<file path="src/sv/substring_search_from_offset_top_assert.svh">
// Assertion macros shared by the substring search RTL.
// Depends on the including module having clk and arst_n in scope.
`ifndef SUBSTRING_SEARCH_FROM_OFFSET_TOP_ASSERT_SVH
`define SUBSTRING_SEARCH_FROM_OFFSET_TOP_ASSERT_SVH
`ifndef ASSERT_OFF
// Same-cycle implication.
`define SSFO_ASSERT_IMP(label, ante, cons, msg) \
	label: assert property (@(posedge clk) disable iff (!arst_n) (ante) |-> (cons)) \
		else $error(msg);
// Next-cycle implication.
`define SSFO_ASSERT_NXT(label, ante, cons, msg) \
	label: assert property (@(posedge clk) disable iff (!arst_n) (ante) |=> (cons)) \
		else $error(msg);
`else
`define SSFO_ASSERT_IMP(label, ante, cons, msg)
`define SSFO_ASSERT_NXT(label, ante, cons, msg)
`endif
`endif

</file>
<file path="src/sv/ssfo_pkg.sv">
// Types and constants for the substring search block.
// No dependencies; imported by every module of the block.
`timescale 1ns / 1ps
package ssfo_pkg;

	localparam int CHAR_W      = 16;
	localparam int OFFSET_W    = 16;
	localparam int POS_W       = 16;
	localparam int IN_TDATA_W  = 32;
	localparam int OUT_TDATA_W = 24;

	typedef enum logic {
		CMD_PATTERN = 1'b0,
		CMD_TEXT    = 1'b1
	} cmd_t;

	typedef enum logic [1:0] {
		ERR_NONE         = 2'd0,
		ERR_OFFSET       = 2'd1,
		ERR_PATTERN_LONG = 2'd2,
		ERR_TEXT_LONG    = 2'd3
	} err_t;

	typedef struct packed {
		logic              found;
		logic [POS_W-1:0]  match_position;
		err_t              error_code;
	} result_t;

	typedef struct packed {
		logic shift_pattern;
		logic shift_text;
	} cell_ctrl_t;

endpackage

</file>
<file path="src/sv/substring_search_from_offset_top.sv">
// Top level of the substring search: pattern/text cell chain and result logic.
// Depends on ssfo_pkg, ssfo_cell, ssfo_result_buf and the assertion macro header.
//
//   channel   dir  tdata                                   tuser     tlast
//   s_axis    in   char_value[15:0] start_offset[31:16]    command   last_item
//   m_axis    out  found[0] match_position[16:1]           -         -
//                  error_code[18:17], zero pad to 24 bits
//
// A new request is accepted every cycle while the result buffer is not full.
// The result of a text ending is registered in the output register, or in the skid register while that is held.
// The cell chain compares all cells in the cycle that a text character is accepted, and shifts the window then.
// Reset clears all control state at once; there is no clearing pass.
// Input ready drops only while two results wait for the output side.
`timescale 1ns / 1ps
`include "substring_search_from_offset_top_assert.svh"
module substring_search_from_offset_top import ssfo_pkg::*; #(
	parameter int PATTERN_MAX = 16,
	parameter int TEXT_MAX    = 65536
) (
	input  logic                   clk,
	input  logic                   arst_n,
	input  logic                   s_axis_tvalid,
	output logic                   s_axis_tready,
	input  logic [IN_TDATA_W-1:0]  s_axis_tdata,  // char_value, start_offset
	input  logic                   s_axis_tuser,  // command
	input  logic                   s_axis_tlast,
	output logic                   m_axis_tvalid,
	input  logic                   m_axis_tready,
	output logic [OUT_TDATA_W-1:0] m_axis_tdata   // found, match_position, error_code
);

	localparam int LEN_W = $clog2(PATTERN_MAX + 1);
	localparam int CNT_W = $clog2(TEXT_MAX + 2);
	localparam int CMP_W = ((CNT_W > OFFSET_W) ? CNT_W : OFFSET_W) + 1;

	localparam logic [LEN_W-1:0] LEN_MAX = LEN_W'(PATTERN_MAX);
	localparam logic [CNT_W-1:0] CNT_MAX = CNT_W'(TEXT_MAX);
	localparam logic [CNT_W-1:0] CNT_SAT = CNT_W'(TEXT_MAX + 1);

	cmd_t                in_cmd;
	logic [CHAR_W-1:0]   in_char;
	logic [OFFSET_W-1:0] in_offset;
	logic                in_last;
	logic                accept;

	logic [LEN_W-1:0]    pat_len_q;
	logic                pat_ovf_q;
	logic                pat_restart_q;
	logic [CNT_W-1:0]    txt_cnt_q;
	logic [OFFSET_W-1:0] offset_q;
	logic                seen_q;
	logic [POS_W-1:0]    first_pos_q;

	cell_ctrl_t          ctrl;
	logic [LEN_W-1:0]    pat_len_eff;
	logic [CHAR_W-1:0]   pat_chain [PATTERN_MAX];
	logic [CHAR_W-1:0]   txt_chain [PATTERN_MAX];
	logic [PATTERN_MAX-1:0] hit;
	logic                window_match;

	logic [CNT_W-1:0]    cnt_new;
	logic                first_char;
	logic [OFFSET_W-1:0] offset_eff;
	logic                seen_eff;
	logic [POS_W-1:0]    pos_eff;
	logic [CMP_W-1:0]    cnt_x;
	logic [CMP_W-1:0]    off_x;
	logic [CMP_W-1:0]    len_x;
	logic                hit_now;
	logic                seen_new;
	logic [POS_W-1:0]    pos_new;

	result_t             res;
	logic                res_push;
	logic                buf_full;
	result_t             out_res;

	assign in_cmd    = cmd_t'(s_axis_tuser);
	assign in_char   = s_axis_tdata[CHAR_W-1:0];
	assign in_offset = s_axis_tdata[CHAR_W+OFFSET_W-1:CHAR_W];
	assign in_last   = s_axis_tlast;
	assign accept    = s_axis_tvalid && s_axis_tready;

	// A new pattern starts empty, so the first character always fits.
	assign pat_len_eff        = pat_restart_q ? '0 : pat_len_q;
	assign ctrl.shift_pattern = accept && (in_cmd == CMD_PATTERN) && (pat_len_eff < LEN_MAX);
	assign ctrl.shift_text    = accept && (in_cmd == CMD_TEXT);

	// Both chains shift toward higher cells, so cell k holds the pattern
	// character that lines up with the text character k places back.
	for (genvar k = 0; k < PATTERN_MAX; k++) begin : g_cell
		ssfo_cell #(
			.CELL_INDEX(k),
			.LEN_W     (LEN_W)
		) u_cell (
			.clk        (clk),
			.ctrl       (ctrl),
			.pattern_in ((k == 0) ? in_char : pat_chain[(k == 0) ? 0 : k - 1]),
			.text_in    ((k == 0) ? in_char : txt_chain[(k == 0) ? 0 : k - 1]),
			.pattern_len(pat_len_q),
			.pattern_out(pat_chain[k]),
			.text_out   (txt_chain[k]),
			.hit        (hit[k])
		);
	end

	assign window_match = &hit;

	assign cnt_new    = (txt_cnt_q <= CNT_MAX) ? txt_cnt_q + CNT_W'(1) : txt_cnt_q;
	assign first_char = (txt_cnt_q == '0);
	assign offset_eff = first_char ? in_offset : offset_q;
	assign seen_eff   = first_char ? 1'b0 : seen_q;
	assign pos_eff    = first_char ? '0 : first_pos_q;

	assign cnt_x = CMP_W'(cnt_new);
	assign off_x = CMP_W'(offset_eff);
	assign len_x = CMP_W'(pat_len_q);

	// The match start is the text count minus the pattern length, and it must
	// not lie before the offset.
	assign hit_now  = !seen_eff && (pat_len_q != '0) && (cnt_new <= CNT_MAX)
		&& (cnt_x >= off_x + len_x) && window_match;
	assign seen_new = seen_eff || hit_now;
	assign pos_new  = hit_now ? POS_W'(cnt_x - len_x) : pos_eff;

	always_comb begin
		res.found          = 1'b0;
		res.match_position = '0;
		res.error_code     = ERR_NONE;
		priority if (cnt_new > CNT_MAX) begin
			res.error_code = ERR_TEXT_LONG;
		end else if (off_x > cnt_x) begin
			res.error_code = ERR_OFFSET;
		end else if (off_x == cnt_x) begin
			res.error_code = ERR_NONE;
		end else if (pat_ovf_q) begin
			res.error_code = ERR_PATTERN_LONG;
		end else if (seen_new) begin
			res.found          = 1'b1;
			res.match_position = pos_new;
		end
	end

	assign res_push = ctrl.shift_text && in_last;

	always_ff @(posedge clk or negedge arst_n) begin
		if (!arst_n) begin
			pat_len_q     <= '0;
			pat_ovf_q     <= 1'b0;
			pat_restart_q <= 1'b1;
			txt_cnt_q     <= '0;
			offset_q      <= '0;
			seen_q        <= 1'b0;
			first_pos_q   <= '0;
		end else if (accept) begin
			unique case (in_cmd)
				CMD_PATTERN: begin
					pat_restart_q <= in_last;
					if (pat_len_eff < LEN_MAX) begin
						pat_len_q <= pat_len_eff + LEN_W'(1);
						pat_ovf_q <= pat_restart_q ? 1'b0 : pat_ovf_q;
					end else begin
						pat_len_q <= pat_len_eff;
						pat_ovf_q <= 1'b1;
					end
				end
				CMD_TEXT: begin
					offset_q    <= offset_eff;
					first_pos_q <= pos_new;
					if (in_last) begin
						txt_cnt_q <= '0;
						seen_q    <= 1'b0;
					end else begin
						txt_cnt_q <= cnt_new;
						seen_q    <= seen_new;
					end
				end
				default: begin
					pat_restart_q <= pat_restart_q;
				end
			endcase
		end
	end

	ssfo_result_buf u_result_buf (
		.clk      (clk),
		.arst_n   (arst_n),
		.push     (res_push),
		.push_data(res),
		.full     (buf_full),
		.out_valid(m_axis_tvalid),
		.out_ready(m_axis_tready),
		.out_data (out_res)
	);

	assign s_axis_tready = !buf_full;
	assign m_axis_tdata  = {
		(OUT_TDATA_W - POS_W - 3)'(0),
		out_res.error_code,
		out_res.match_position,
		out_res.found
	};

	`SSFO_ASSERT_IMP(a_cnt_saturates, 1'b1, txt_cnt_q <= CNT_SAT, "text count past saturation")
	`SSFO_ASSERT_IMP(a_err_not_found, res_push && (res.error_code != ERR_NONE), !res.found,
		"error result reports a match")
	`SSFO_ASSERT_NXT(a_restart_after_last, accept && (in_cmd == CMD_PATTERN) && in_last,
		pat_restart_q, "pattern end did not arm restart")

endmodule

</file>
<file path="src/sv/ssfo_cell.sv">
// One cell of the search chain: holds one pattern character and one text character.
// Depends on ssfo_pkg.
`timescale 1ns / 1ps
module ssfo_cell import ssfo_pkg::*; #(
	parameter int CELL_INDEX = 0,
	parameter int LEN_W      = 5
) (
	input  logic              clk,
	input  cell_ctrl_t        ctrl,
	input  logic [CHAR_W-1:0] pattern_in,
	input  logic [CHAR_W-1:0] text_in,
	input  logic [LEN_W-1:0]  pattern_len,
	output logic [CHAR_W-1:0] pattern_out,
	output logic [CHAR_W-1:0] text_out,
	output logic              hit
);

	localparam logic [LEN_W-1:0] IDX = LEN_W'(CELL_INDEX);

	logic [CHAR_W-1:0] pattern_q;
	logic [CHAR_W-1:0] text_q;

	always_ff @(posedge clk) begin
		if (ctrl.shift_pattern) begin
			pattern_q <= pattern_in;
		end
		if (ctrl.shift_text) begin
			text_q <= text_in;
		end
	end

	// The incoming text character is the one this cell holds after the shift,
	// so it is compared against the pattern character stored here. Cells past
	// the pattern length do not take part.
	assign hit         = (text_in == pattern_q) || (pattern_len <= IDX);
	assign pattern_out = pattern_q;
	assign text_out    = text_q;

endmodule

</file>
<file path="src/sv/ssfo_result_buf.sv">
// Two-entry result buffer: an output register and a skid register.
// Depends on ssfo_pkg and the assertion macro header.
`timescale 1ns / 1ps
`include "substring_search_from_offset_top_assert.svh"
module ssfo_result_buf import ssfo_pkg::*; (
	input  logic    clk,
	input  logic    arst_n,
	input  logic    push,
	input  result_t push_data,
	output logic    full,
	output logic    out_valid,
	input  logic    out_ready,
	output result_t out_data
);

	logic    out_valid_q;
	result_t out_data_q;
	logic    skid_valid_q;
	result_t skid_data_q;
	logic    pop;

	assign pop = out_valid_q && out_ready;

	always_ff @(posedge clk or negedge arst_n) begin
		if (!arst_n) begin
			out_valid_q  <= 1'b0;
			skid_valid_q <= 1'b0;
		end else begin
			if (skid_valid_q) begin
				if (pop) begin
					out_valid_q  <= 1'b1;
					skid_valid_q <= 1'b0;
				end
			end else if (pop || !out_valid_q) begin
				out_valid_q <= push;
			end else if (push) begin
				skid_valid_q <= 1'b1;
			end
		end
	end

	always_ff @(posedge clk) begin
		if (skid_valid_q) begin
			if (pop) begin
				out_data_q <= skid_data_q;
			end
		end else if (pop || !out_valid_q) begin
			out_data_q <= push_data;
		end else begin
			skid_data_q <= push_data;
		end
	end

	assign full      = skid_valid_q;
	assign out_valid = out_valid_q;
	assign out_data  = out_data_q;

	`SSFO_ASSERT_IMP(a_skid_behind_out, skid_valid_q, out_valid_q, "skid full while output empty")
	`SSFO_ASSERT_IMP(a_no_push_when_full, push, !skid_valid_q, "result pushed into full buffer")
	`SSFO_ASSERT_NXT(a_skid_drains, skid_valid_q && pop, out_valid_q && !skid_valid_q,
		"skid entry not moved to output")

endmodule

</file>
<file path="config.mk">
export PLATFORM = sky130hd
export DESIGN_NAME = substring_search_from_offset_top
export DESIGN_NICKNAME = d
export VERILOG_FILES = /design/src/sv/ssfo_pkg.sv /design/src/sv/substring_search_from_offset_top.sv /design/src/sv/ssfo_cell.sv /design/src/sv/ssfo_result_buf.sv
export VERILOG_INCLUDE_DIRS = /design/src /design/src/sv
export SDC_FILE = /design/constraint.sdc
export NUM_CORES = 1
export LEC_CHECK = 0
export BUFFER_PORTS_ARGS = -buffer_cell sky130_fd_sc_hd__buf_2
export CORE_AREA = 2 2 289 348
export DETAILED_ROUTE_END_ITERATION = 12
export DIE_AREA = 0 0 291 350
export GPL_TIMING_DRIVEN = 0
export PLACE_DENSITY = 0.39
export SKIP_LAST_GASP = 1
export SLEW_MARGIN = 10
export SYNTH_ARGS = -nofsm -noshare
export SYNTH_HDL_FRONTEND = slang
export SYNTH_SLANG_ARGS = --single-unit
</file>
<file path="constraint.sdc">
create_clock -name clk -period 46.1 [get_ports clk]
set_clock_uncertainty 0.15 [all_clocks]
set_input_delay 6.915 -clock clk [delete_from_list [all_inputs] [get_ports clk]]
set_output_delay 6.915 -clock clk [all_outputs]
set_load 0.03 [all_outputs]
</file>
Word level (Yosys, flattened, before mapping)
Index checks and enable logic that the tools add are counted.

storage, ports and cells
  register bits after elaboration = 593
  bits of input ports = 38

cells by class
  $add $sub $neg = 4
  magnitude comparators = 22
  eq/ne operators = 19
  multiplexer cells = 30
  bitwise logic cells = 3
  reduce and logical (&&, ||, !) cells = 40

operators by type and width
  kind                   count
  $eq 16x16->1           16
  $mux 17                7
  $mux 19                3
  $mux 16                3
  $le 5x4->1 const B     8
  $le 17x17->1 const B   2
  $le 5x3->1 const B     4
  $logic_or 1x1->1       18
  $add 16x5->17          1
  $add 17x1->17 const B  1
  $eq 16x17->1           1
  $ge 17x17->1           1
  $gt 16x17->1           1
  $gt 17x17->1 const B   1
  $logic_not 17->1       1
  $reduce_and 16->1      1
  $sub 16x5->16          1
  $mux 1                 11
  $le 5x1->1 const B     2
  $le 5x2->1 const B     2
  $logic_and 1x1->1      10
  $mux 5                 2
  $mux 2                 4
  $reduce_and 2->1       4
  8 further kinds        13

Depth between registers and ports, before layout
  depth after elaboration = 15
  gate-level depth with buffers = 30
  depth with buffers taken out = 26

Modules after synthesis
Synthesis repeated with hierarchy kept, for this count alone.

second synthesis, totals
  cells, all modules = 1,565
  area total of the unflattened synthesis = 24,856.3 um2

by module, submodules not included
  module                             times used  cells an instance  area each (um2)  seq. area each (um2)
  substring_search_from_offset_top   1           619                4,987.3          1,427.6
  ssfo_cell (g_cell[14].u_cell ...)  4           55                 1,146.1          960.9
  ssfo_cell (g_cell[0].u_cell ...)   3           55                 1,144.8          960.9
  ssfo_cell (g_cell[12].u_cell ...)  2           55                 1,147.4          960.9
  ssfo_result_buf                    1           70                 1,552.7          1,191.1
  ssfo_cell (g_cell[11].u_cell)      1           55                 1,149.9          960.9
  ssfo_cell (g_cell[10].u_cell)      1           56                 1,148.6          960.9
  ssfo_cell (g_cell[13].u_cell)      1           55                 1,143.6          960.9
  ssfo_cell (g_cell[15].u_cell)      1           53                 1,142.3          960.9
  ssfo_cell (g_cell[1].u_cell)       1           54                 1,141.1          960.9
  ssfo_cell (g_cell[3].u_cell)       1           54                 1,139.8          960.9
  ssfo_cell (g_cell[7].u_cell)       1           54                 1,137.3          960.9

Worst setup path before layout
OpenSTA, ideal clock, no wires.

  path type = input-to-reg
  start = input port s_axis_tuser
  end = register pat_len_q[1]
  library setup time = 0.920 ns
  arrival time = 26.302 ns
  data required time = 45.030 ns
  slack = 18.728 ns
  cell stages on the path = 3
  path buffers = 0
  cells stage by stage = nor3b_1 > a21boi_0 > o21ai_0

between the ends
  word-level cells in the longest chain between the ends = 2

RTL lines
  what                        RTL line                                 RTL
  start: declaration          substring_search_from_offset_top.sv:25   input logic s_axis_tuser,
  $not 1->1 (no line)         --
  $reduce_and 2->1 (no line)  --
  end signal: assignment      substring_search_from_offset_top.sv:160  pat_len_q <= pat_len_eff + LEN_W'(1);
  end signal: assignment      substring_search_from_offset_top.sv:163  pat_len_q <= pat_len_eff;
  end: declaration            substring_search_from_offset_top.sv:46   logic [LEN_W-1:0] pat_len_q;

Every way passes these cells.
A chain may end at the register's enable or synchronous reset.

Worst setup path after layout
  start = input port s_axis_tdata[17]
  end = register u_result_buf.out_data_q (netlist bit u_result_buf.out_data[11]), data pin

between the ends
  word-level cells in the longest chain between the ends = 13
  elaborated cells on any way between the ends = 16

RTL lines
  what                                         RTL line                                                                          RTL
  start: declaration                           substring_search_from_offset_top.sv:24                                            input logic [IN_TDATA_W-1:0] s_axis_tdata,
  $mux 16 (*)                                  substring_search_from_offset_top.sv:111                                           assign offset_eff = first_char ? in_offset : offset_q;
  via offset_eff[1]                            substring_search_from_offset_top.sv:63                                            logic [OFFSET_W-1:0] offset_eff;
  $add 16x5->17                                substring_search_from_offset_top.sv:122                                           && (cnt_x >= off_x + len_x) && window_match;
  $ge 17x17->1                                 substring_search_from_offset_top.sv:122
  $logic_and 1x1->1 (2 in a row)               substring_search_from_offset_top.sv:122
  $mux 16 or $logic_or 1x1->1 (tied branches)  substring_search_from_offset_top.sv:124, substring_search_from_offset_top.sv:123
  $mux 17                                      substring_search_from_offset_top.sv:138                                           end else if (seen_new) begin
  $mux 17                                      substring_search_from_offset_top.sv:136                                           end else if (pat_ovf_q) begin
  $mux 17                                      substring_search_from_offset_top.sv:134                                           end else if (off_x == cnt_x) begin
  $mux 17 (*)                                  substring_search_from_offset_top.sv:132                                           end else if (off_x > cnt_x) begin
  $mux 17 (*)                                  substring_search_from_offset_top.sv:130                                           priority if (cnt_new > CNT_MAX) begin
  $mux 19 (*)                                  ssfo_result_buf.sv:47                                                             end else if (pop || !out_valid_q) begin
  $mux 19 (*)                                  ssfo_result_buf.sv:43                                                             if (skid_valid_q) begin
  end signal: assignment                       ssfo_result_buf.sv:45                                                             out_data_q <= skid_data_q;
  end signal: assignment                       ssfo_result_buf.sv:48                                                             out_data_q <= push_data;
  end: declaration                             ssfo_result_buf.sv:17                                                             result_t out_data_q;

Mark *: on every way through the listed nets, which the timed path passes. The rest lies on a longest branch. The select of a mux whose other input is x is not followed.

==> results.py <==
metrics = {
    "run_status": {
        "status": "completed",
    },
    "sta": {
        "timing.fmax_mhz": 88.0,
        "hold_viol_final": 0,
        "finalCritPeriodShare_pct": 24.6,
        "setup_viol": 0,
        "tightest_slew_ns": 0.994,
        "layout_setup_ws_ns": 34.74,
        "rsz0062_at_grt": "false",
        "maxSlewHeadroom_pct": 33.1,
        "tns_ns": 0,
        "drv_slew": 0,
        "period_needed_ns": 11.36,
    },
    "clock_network": {
        "clock_sinks": 593,
        "post_cts_buffers": 0,
        "cts_resized": 0,
        "clk-insertion-delay-late_ns": 0.64,
        "cts_tree": "built",
        "hold_buffers": 0,
        "cts_max_level": 2,
        "cts_root_buf": "clkbuf_16",
        "numCtsBuffers": 61,
        "cts.path.max_buffers": 3,
        "clk_pin_slew_ns": 0.06,
    },
    "hold_path": {
        "hold_end": "g_cell[11].u_cell.text_out[4]",
        "min_path_cells": 0,
        "hold_path_class": "flop to flop",
        "hold_path_startpoint": "g_cell[10].u_cell.text_out[4]",
    },
    "floorplan": {
        "start_util_pct": 24.9,
        "num_rows": 126,
        "num_io_pins": 64,
        "coreArea_um2": 98200,
        "fp.dieH_um": 350,
        "fp.dieArea_um2": 102000,
        "die_w_um": 291,
    },
    "route": {
        "ant_nets": 0,
        "drc": 0,
        "drt_first_pass_iters": 5,
        "vias_per_cell": 4.13,
        "vias": 12600,
        "drtIter0Drc": 766,
        "wl_per_cell_um": 17.7,
        "routed_wl_mm": 53.8,
    },
    "yosys": {
        "synth_top_area_share_pct": 65.6,
        "synth.area.top_cells": "edfxtp_1 (66%), dfrtp_1 (5.9%), xnor2_1 (5.8%)",
        "synth-seq-cells": 593,
        "synthFlopType": "edfxtp_1",
        "synth_cells": 1568,
        "yosysWarnings": 0,
        "yosysUniqueCellTypes": 75,
        "syn_area_um2": 24400,
        "yosysTopAreaCell": "edfxtp_1",
        "synth.avg_cell_area_um2": 15.6,
        "async_flop_share_pct": 9.95,
        "synth-edff-count": 534,
        "yosysSeqAreaShare_pct": 71.6,
    },
    "worst_setup_path": {
        "worstSetupPathType": "primary input to flop",
        "reg2reg_slack_ns": 38.83,
        "startpoint_type": "primary input",
        "worstPathRequired_ns": 46.31,
        "end_kind": "flop",
        "worstReg2RegStart": "txt_cnt_q[0]",
        "r2r_end": "u_result_buf.out_data[11]",
        "cp.arrival_ns": 11.57,
        "crit_fanout": 10,
        "r2r_cells": 27,
    },
    "placement": {
        "dpl_cell_area_um2": 26900,
        "place_ws_ns": 34.06,
        "port-buffer-count": 57,
        "gp_congestion": 0.819,
        "hpwl_mm": 39.1,
    },
    "layout": {
        "final_common_cell": "edfxtp_1",
        "nets": 1799,
        "layout_common_cells": "edfxtp_1 (534), xnor2_1 (162), xor2_1 (135), nand2_1 (108), buf_2 (63)",
        "syn_to_final_growth_pct": 17.9,
        "fillers": 9758,
        "antennaDiodeCount": 0,
        "design_area_um2": 28800,
        "drive_gt1_share_pct": 12.0,
    },
    "global_routing": {
        "grt_start_max_net_pins": 55,
        "track_usage_pct": 10.6,
        "antenna_found_initial": 2,
        "grt_overflow": 0,
        "grt_pass1_wl_mm": 81.5,
        "grt_pass1_vias": 13300,
    },
    "power": {
        "max-vdd-ir-drop_mv": 0.0259,
        "power.total_mw": 1.30,
        "p_per_area_nw_per_um2": 45.3,
        "p_leak_nw": 9.88,
    },
    "flow_run": {
        "cap_violations": 0,
    },
}
[worst max-delay path: stages]
cell,delay [ns]
buf_2,0.11
mux2_2,0.33
ha_1,0.29
a21o_1,0.11
a21oi_1,0.09
o21bai_1,0.15
a21oi_1,0.13
or3_1,0.35
or3_1,0.43
nor3_1,0.21
xnor2_1,0.15
ha_1,0.26
and4_1,0.23
a31oi_1,0.16
o21ai_0,0.10
o21ai_0,0.15
nor3b_1,0.62
a2111oi_4,0.16
buf_6,0.20
a22oi_1,0.32
o21ai_1,0.10
[per-stage QoR]
stage / util (%) / instances / hold WS [ns]
after CTS: 29.3 / 3039 / 0.276
after detailed placement: 27.3 / 2929 / 0.305
after floorplan: - / 1572 / 0.292
after global placement: 26.8 / 2909 / 0.305
after global routing: 29.3 / 3039 / 0.307
final: 29.3 / 3039 / 0.296
[logic make-up after synthesis]
group,Yosys count,share of synthesized area (%)
AO/OA/AOI/OAI,206,5.81
multiplexers,17,0.722
adder cells (fa/ha/maj),49,2.57
other,1,0.0153
XOR/XNOR,297,10.6
AND/OR/NAND/NOR,310,6.72
flip-flops,593,71.6
buffers and inverters,95,1.88
[flip-flops by register name (all words and copies together), names as in the netlist, 5 cells and up]
| register | cells |
|---|---|
| u_result_buf.out_data | 19 |
| g_cell.u_cell.text_out | 240 |
| first_pos_q | 16 |
| offset_q | 16 |
| txt_cnt_q | 17 |
| g_cell.u_cell.pattern_out | 256 |
| u_result_buf.skid_data_q | 19 |
| pat_len_q | 5 |
[metal layers]
metal	global-route usage, %	part of all wire, %	vias up
met1	12.7	41	6101
li1	-	-	6155
met4	3.99	3.4	0
met3	1.71	3.7	89
met5	0	0	-
met2	19.1	51	208
[layout make-up]
class | instances | area [µm²] | area share [%]
Clock buffer | 77 | 1610 | 5.58
Inverter | 51 | 191 | 0.664
Tap cell | 1280 | 1600 | 5.56
Multi-Input combinational cell | 884 | 6510 | 22.6
Timing Repair Buffer | 77 | 766 | 2.66
Sequential cell | 593 | 17500 | 60.8
Clock inverter | 33 | 355 | 1.23
Buffer | 44 | 273 | 0.947
[cell usage after synthesis, types with 10 or more instances]
cell type	number
a21oi_1	37
a22o_1	17
a32oi_1	11
and3_1	10
buf_4	10
clkbuf_1	18
dfrtp_1	58
edfxtp_1	534
ha_1	47
inv_1	49
mux2i_1	12
nand2_1	108
nand3_1	14
nand4_1	48
nor2_1	39
nor3_1	12
nor4_1	45
o21ai_0	55
o21ai_1	16
xnor2_1	162
xor2_1	135
[worst max-delay path by stage]
stage / startpoint / to / slack [ns] / cells after the start
2_1_floorplan: s_axis_tuser / pat_len_q[1] / 18.73 / 3
3_3_place_gp: s_axis_tuser / pat_len_q[1] / 5.83 / 4
3_5_place_dp: s_axis_tdata[17] / u_result_buf.out_data[4] / 34.06 / 21
4_1_cts: s_axis_tdata[17] / u_result_buf.out_data[4] / 34.71 / 21
5_1_grt: s_axis_tdata[17] / u_result_buf.out_data[9] / 34.48 / 21
6_report: s_axis_tdata[17] / u_result_buf.out_data[11] / 34.74 / 21
[power by group]
group | leakage (nW) | internal, mW | total (mW) | switching, mW
clock | 0.945 | 0.280 | 0.486 | 0.207
sequential | 5.83 | 0.617 | 0.635 | 0.0178
combinational | 3.10 | 0.0675 | 0.183 | 0.115
Power figures use the tool's default switching activity.
